===== config.mk =====
export PLATFORM = sky130hd
export DESIGN_NAME = mtfzr_cell
export DESIGN_NICKNAME = d
export VERILOG_FILES = /design/src/rtl/mtfzr_pkg.sv /design/src/rtl/mtfzr_cell.sv
export SDC_FILE = /design/constraint.sdc
export NUM_CORES = 1
export LEC_CHECK = 0
export ABC_AREA = 1
export ABC_CLOCK_PERIOD_IN_PS = 4600
export BUFFER_PORTS_ARGS = -buffer_cell sky130_fd_sc_hd__buf_4
export CAP_MARGIN = 10
export CORE_AREA = 4 4 45 47
export CTS_CLUSTER_SIZE = 14
export DETAILED_ROUTE_END_ITERATION = 10
export DIE_AREA = 0 0 49 51
export PLACE_DENSITY_LB_ADDON = 0.25
export SYNTH_ARGS = -nofsm -noshare
export SYNTH_HDL_FRONTEND = slang
export SYNTH_SLANG_ARGS = --single-unit

===== constraint.sdc =====
create_clock -name clock -period 4.6 [get_ports clock]
set_input_delay 0.69 -clock clock [delete_from_list [all_inputs] [get_ports clock]]
set_output_delay 0.69 -clock clock [all_outputs]
set_load 0.01 [all_outputs]

===== src/rtl/mtfzr_pkg.sv =====
// ----------------------------------------------------------------------------
// mtfzr_pkg: shared types and constants
// Widths, codes, result kinds and the result word for the move-to-front
// zero-run decoder and its list cells.
// ----------------------------------------------------------------------------
package mtfzr_pkg;

   // list geometry
   localparam int LIST_SIZE  = 256;
   localparam int BYTE_W     = 8;
   localparam int GROUP_SIZE = 16;
   localparam int NUM_GROUPS = (LIST_SIZE + GROUP_SIZE - 1) / GROUP_SIZE;

   // field widths
   localparam int CODE_W    = 9;
   localparam int KIND_W    = 3;
   localparam int COUNT_W   = 20;
   localparam int RUN_W     = 31;
   localparam int RUN_CNT_W = 5;

   localparam int MAX_RUN_SYMBOLS = 30;

   localparam logic [COUNT_W-1:0] LIMIT_RESET = COUNT_W'(900000);

   // input codes
   localparam logic [CODE_W-1:0] CODE_RUN_A = CODE_W'(257);
   localparam logic [CODE_W-1:0] CODE_RUN_B = CODE_W'(258);
   localparam logic [CODE_W-1:0] CODE_EOB   = CODE_W'(259);
   localparam logic [CODE_W-1:0] CODE_LAST_LITERAL = CODE_W'(255);

   // result kinds
   localparam logic [KIND_W-1:0] KIND_BYTES    = KIND_W'(0);
   localparam logic [KIND_W-1:0] KIND_EOB      = KIND_W'(1);
   localparam logic [KIND_W-1:0] KIND_RUN_LONG = KIND_W'(2);
   localparam logic [KIND_W-1:0] KIND_OVERFLOW = KIND_W'(3);
   localparam logic [KIND_W-1:0] KIND_ILLEGAL  = KIND_W'(4);

   typedef logic [BYTE_W-1:0] byte_type;

   // sequencer states
   typedef enum logic [3:0] {
      S_IDLE   = 4'b0001,
      S_GATHER = 4'b0010,
      S_EVAL   = 4'b0100,
      S_SECOND = 4'b1000
   } state_type;

   // control broadcast to every list cell
   typedef struct packed {
      logic     shift;
      logic     clear;
      byte_type pos;
   } cell_ctrl_type;

   // one result word
   typedef struct packed {
      logic [KIND_W-1:0]  kind;
      byte_type           byte_value;
      logic [COUNT_W-1:0] repeat_count;
      logic [COUNT_W-1:0] block_bytes;
      logic               last_of_item;
   } rsp_word_type;

   function automatic rsp_word_type make_word(
      input logic [KIND_W-1:0]  kind,
      input byte_type           byte_value,
      input logic [COUNT_W-1:0] repeat_count,
      input logic [COUNT_W-1:0] block_bytes,
      input logic               last_of_item
   );
      rsp_word_type w;
      w.kind         = kind;
      w.byte_value   = byte_value;
      w.repeat_count = repeat_count;
      w.block_bytes  = block_bytes;
      w.last_of_item = last_of_item;
      return w;
   endfunction

endpackage


===== src/rtl/mtfzr_cell.sv =====
// ----------------------------------------------------------------------------
// mtfzr_cell: one entry of the move-to-front list
// Holds one byte; on a shift, cells at or below the selected position take
// their left neighbour's byte. Puts its byte on hit_out when it is the selected one.
// ----------------------------------------------------------------------------
module mtfzr_cell (
   input  logic                   clock,
   input  logic                   reset,
   input  mtfzr_pkg::cell_ctrl_type ctrl,
   input  mtfzr_pkg::byte_type    cell_index,
   input  mtfzr_pkg::byte_type    left_in,
   output mtfzr_pkg::byte_type    byte_out,
   output mtfzr_pkg::byte_type    hit_out
);
   import mtfzr_pkg::*;

   byte_type value_ff;
   byte_type value_in;

   always_comb begin
      value_in = value_ff;
      if (ctrl.clear) begin
         value_in = cell_index;
      end else if (ctrl.shift && (cell_index <= ctrl.pos)) begin
         value_in = left_in;
      end
   end

   always_ff @(posedge clock) begin
      if (reset) begin
         value_ff <= cell_index;
      end else begin
         value_ff <= value_in;
      end
   end

   assign byte_out = value_ff;
   assign hit_out  = (cell_index == ctrl.pos) ? value_ff : '0;

endmodule


==> results of run 1 <==
-- cell usage after synthesis --
cell      number  share of area
inv_1         19           0.11
nand2_1       12          0.067
nor2_1        10          0.056
edfxtp_1       8           0.36
ha_1           8           0.15
mux2_4         7           0.16
a21oi_1        2          0.015
nor2_4         2          0.034
a21o_1         1          0.011
nand2_2        1         0.0093
nand4_4        1          0.032
o21ai_0        1         0.0074
-- metal layers --
metal | wire, microns | up-vias
met5 | 0 | -
met4 | 35 | 0
met3 | 105 | 4
met2 | 929 | 21
met1 | 468 | 282
li1 | - | 319
-- layout by cell type, fill, tap and decap left out, drive strengths merged --
master / Yosys / final
mux2: 7 / 7
o21ai: 1 / 1
inv: 19 / 19
edfxtp: 8 / 8
nor2: 12 / 12
buf: 0 / 43
a21oi: 2 / 2
ha: 8 / 8
nand4: 1 / 1
clkbuf: 0 / 3
a21o: 1 / 1
nand2: 13 / 13
-- where the power goes --
part | switching (mW) | internal [mW]
Clock | 0.0213 | 0.0297
Sequential | 0.00435 | 0.0913
Combinational | 0.0325 | 0.0426
-- logic make-up (layout without fill, tap and decap cells) --
family	count (synthesis)	count (layout)	share of synthesized area
AND/OR/NAND/NOR	26	26	0.197
buffers and inverters	19	65	0.106
adder cells (fa/ha/maj)	8	8	0.149
flip-flops	8	8	0.358
multiplexers	7	7	0.156
AO/OA/AOI/OAI	4	4	0.0335
-- per-stage QoR --
stage | cell area (sq um) | power, mW | setup WS [ps]
after floorplan | 672 | 0.134 | 2400
after global placement | 1020 | 0.170 | 2190
after detailed placement | 1020 | 0.173 | 2130
after CTS | 1040 | 0.224 | 2130
after global routing | 1040 | 0.235 | 2030
final | 1040 | 0.222 | 2160
-- critical path: stages --
cell	delay (ps)
buf_4	80
inv_1	40
ha_1	310
nand2_2	90
nor2_4	140
nand4_4	140
nor2_1	140
buf_4	130
-- how the worst max path moves through the flow --
stage                  startpoint    endpoint  slack [ps]  cells past startpoint
floorplan                 ctrl[7]  hit_out[0]        2400                      6
detailed placement  cell_index[7]  hit_out[7]        2130                      7
global route        cell_index[7]  hit_out[7]        2030                      7
global placement    cell_index[7]  hit_out[6]        2190                      7
finish                    ctrl[7]  hit_out[7]        2160                      8
CTS                 cell_index[7]  hit_out[7]        2130                      7
-- final cells by class --
type	count	share of cell area
well taps	17	0.0205
multi-input cells	45	0.347
clock buffers	3	0.0217
repair buffers	43	0.311
flip-flops and latches	8	0.231
inverters	19	0.0687
==> run_results.csv, run 1 <==
group,metric,value,unit
status,status,"complete, no violations",
clocking,clock-sinks,8,
drt,antenna_left,0,
pwr,vdd_drop_max,0.0929,mV
synth,syn_inst,72,
worst_hold_path,hold_path_end,"byte_out[1]$_DFFE_PP_",
setup_path,worstSetupStartpointType,"input port",
clocking,post_cts_buffers,0,
global_route,grt_max_degree,11,
synth,synth-seq-cells,8,
clocking,cts_resized,0,
sta,hold_ws,742,ps
synth,yosysSeqAreaShare,0.358,
layout,syn2layout_area_growth,54.6,%
layout,ff_latch_area,240,sq um
clocking,cts_made_buffers,3,
placement,dp_cells,132,
drt,drt-pass1-iter-count,4,
global_route,grt_util_met1,0.0937,
die,die_height,51,microns
setup_path,cp.arrival,1750,ps
placement,port_buffers,43,
pwr,leakage,0.597,nW
global_route,antenna_found_initial,0,
drt,routed_wl,1540,microns
worst_hold_path,min_path_type,"input port to flop",
clocking,path_clk_slew,50,ps
sta,drv_slew,0,
sta,hold_violations,0,
layout,drive_above_1_share,0.483,
sta,setup_viol,0,
setup_path,path_class,"input port to output pin",
drt,route.detailed.drc,0,
run,cap_violations,0,
die,die_area,0.00250,sq mm
sta,fin_crit,2440,ps
global_route,gr-usage-met3,0.0262,
clocking,cts_hold_buf,0,
die,core,0.00165,sq mm
layout,nNetsFinal,156,
layout,largest_reg_flops,8,
synth,synth.cell_area,672,sq um
worst_hold_path,hp-start,"left_in[1]",
die,pin_count,44,
die,die_x,49,microns
sta,rsz0062_at_grt,"false",
drt,routedWlPerCell,11.4,microns
clocking,cts_tree,"done",
drt,vias,626,
drt,viasPerCell,4.64,
setup_path,endpoint_kind,"output pin",
clocking,clock_path_buffers,2,
clocking,clock-root-buffer,"clkbuf_4",
synth,ys_warn_count,0,
pwr,pwr_density_cell,213,mW/mm^2
layout,fill_cells,161,
sta,tns,0,ps
global_route,globalRoute.totalOverflow,0,
clocking,cts_htree_levels,1,
layout,final_cells,135,
die,start_util,0.407,
sta,worst_slew_pin_slew,327,ps
global_route,grt.busiest_layer,"met2",
sta,maxSlewHeadroom,0.781,
global_route,grtUsageMet2,0.263,
global_route,grt_first_pass_wirelength,2350,microns
layout,multi_input_area,360,sq um
setup_path,path_max_fanout,9,
global_route,grt_pass1_vias,612,
sta,max_freq,409,MHz
global_route,track_usage,0.123,
synth,avgSynthCellArea,9.33,sq um
layout,post-route-util,0.629,
layout,antenna_cells,0,
drt,drtIter0Drc,3,
synth,syn_nets,108,
sta,fin_crit_sh,0.531,
setup_path,cp_data_required_time,3910,ps
synth,synthDistinctLibCells,12,
worst_hold_path,hold_depth,2,
placement,gp_congestion,0.739,
die,rows,15,
placement,dp_hpwl,1430,microns
(Power assumes the default switching activity.)
==> run 2: changes to the inputs <==
ABC_CLOCK_PERIOD_IN_PS = 2250   (was 4600)
CORE_AREA = 4 4 46 48   (was 4 4 45 47)
DIE_AREA = 0 0 50 52   (was 0 0 49 51)
clock period = 2.25 ns   (was 4.6 ns; I/O delays follow)
==> run 2 against run 1 <==
  * Flip-flop and latch count is the same
  * Total power grew 100%
  * First-iteration DRC count shrank 100%
  * Utilization shrank 1.5 points
  * Highest routed layer unchanged
==> run_results.csv, run 2 (same netlist as run 1, synthesis figures left out) <==
group,metric,value,unit
pwr,vdd_drop_max,0.174,mV
layout,post-route-util,0.614,
die,start_util,0.393,
clocking,cts_htree_levels,1,
setup_path,cp.arrival,1360,ps
sta,tns,0,ps
pwr,p_sw,0.116,mW
placement,dp_hpwl,1300,microns
layout,ff_latch_area,240,sq um
layout,final_common_cell,"buf_4",
placement,dp_worst_setup_slack,393,ps
clocking,clock_path_buffers,2,
drt,routedWlPerCell,9.66,microns
drt,route.detailed.drc,0,
die,die_height,52,microns
status,status,"complete, no violations",
setup_path,cp_data_required_time,1910,ps
sta,worst_slew_pin_slew,323,ps
drt,antenna_left,0,
sta,setup_viol,0,
layout,syn2layout_area_growth,56.1,%
clocking,cts_hold_buf,0,
sta,fin_crit_sh,0.757,
layout,fill_cells,161,
drt,vias,610,
clocking,cts_tree,"done",
clocking,cts_made_buffers,3,
placement,gp_congestion,0.742,
worst_hold_path,min_path_type,"input port to flop",
die,core,0.00171,sq mm
drt,routed_wl,1380,microns
sta,drv_slew,0,
sta,maxSlewHeadroom,0.784,
layout,layout_common_cells,"buf_4, inv_1, nand2_1",
pwr,clock_power_share,0.230,
global_route,grt_max_degree,11,
pwr,comb_power_share,0.335,
pwr,swShare,0.258,
sta,hold_violations,0,
layout,largest_reg_flops,8,
die,die_area,0.00260,sq mm
clocking,cts_resized,0,
setup_path,worstSetupStartpointType,"input port",
pwr,pwr_density_cell,429,mW/mm^2
die,rows,15,
global_route,globalRoute.totalOverflow,0,
layout,antenna_cells,0,
placement,port_buffers,43,
drt,drtIter0Drc,0,
run,cap_violations,0,
drt,drt-pass1-iter-count,1,
drt,viasPerCell,4.27,
global_route,grt_first_pass_wirelength,1940,microns
sta,hold_ws,367,ps
clocking,post_cts_buffers,0,
layout,drive_above_1_share,0.483,
clocking,clock-sinks,8,
layout,nNetsFinal,156,
global_route,track_usage,0.0972,
sta,max_freq,587,MHz
die,pin_count,44,
sta,rsz0062_at_grt,"false",
setup_path,endpoint_kind,"output pin",
pwr,total_power,0.450,mW
global_route,antenna_found_initial,0,
setup_path,path_class,"input port to output pin",
global_route,grt_pass1_vias,525,
clocking,clock-root-buffer,"clkbuf_4",
sta,fin_crit,1700,ps
sta,worst_slack,548,ps
pwr,internal_power,0.334,mW
setup_path,path_max_fanout,9,
layout,multi_input_area,360,sq um
pwr,seqPwrFrac,0.435,
die,die_x,50,microns
pwr,leakage,0.597,nW
clocking,path_clk_slew,50,ps
-- run 2: cell counts in the layout (fill, tap and decap cells not counted) --
No cell type changed its count.
-- run 2: worst max-delay path, cell delays in order --
cell and delay (ps):
buf_4 110, ha_1 290, nand2_2 70, nor2_4 140, nand4_4 140, nor2_1 130, buf_4 130
-- run 2: path summary, 6_finish.rpt --
kind               endpoint  cells after the start     startpoint
max              hit_out[7]                      7  cell_index[7]
min   byte_out[0]$_DFFE_PP_                      3     left_in[0]
-- run 2: per-stage QoR --
stage	instance area [sq um]	std cells
2_1_floorplan	672	72
3_3_place_gp	1030	140
3_5_place_dp	1030	140
4_1_cts	1050	143
5_1_grt	1050	143
6_report	1050	143
-- run 2: power by group through the flow --
stage          clock [mW]  combinational, mW  sequential, mW
5_1_grt             0.115              0.166           0.198
6_report            0.103              0.151           0.196
3_5_place_dp            0              0.153           0.199
3_3_place_gp            0              0.151           0.198
4_1_cts             0.108              0.154           0.196
2_1_floorplan           0             0.0666           0.207
-- run 2: cell type report --
type,count,share of cell area
multi-input cells,45,0.344
repair buffers,43,0.308
flip-flops and latches,8,0.229
inverters,19,0.0680
well taps,25,0.0298
clock buffers,3,0.0215
-- run 2: per-layer routing --
layer	vias to the layer above	GRT usage	routed length (microns)
met2	19	0.193	777
met5	-	0	0
met1	269	0.0899	500
li1	320	-	-
met4	0	0.0691	14
met3	2	0.0115	89
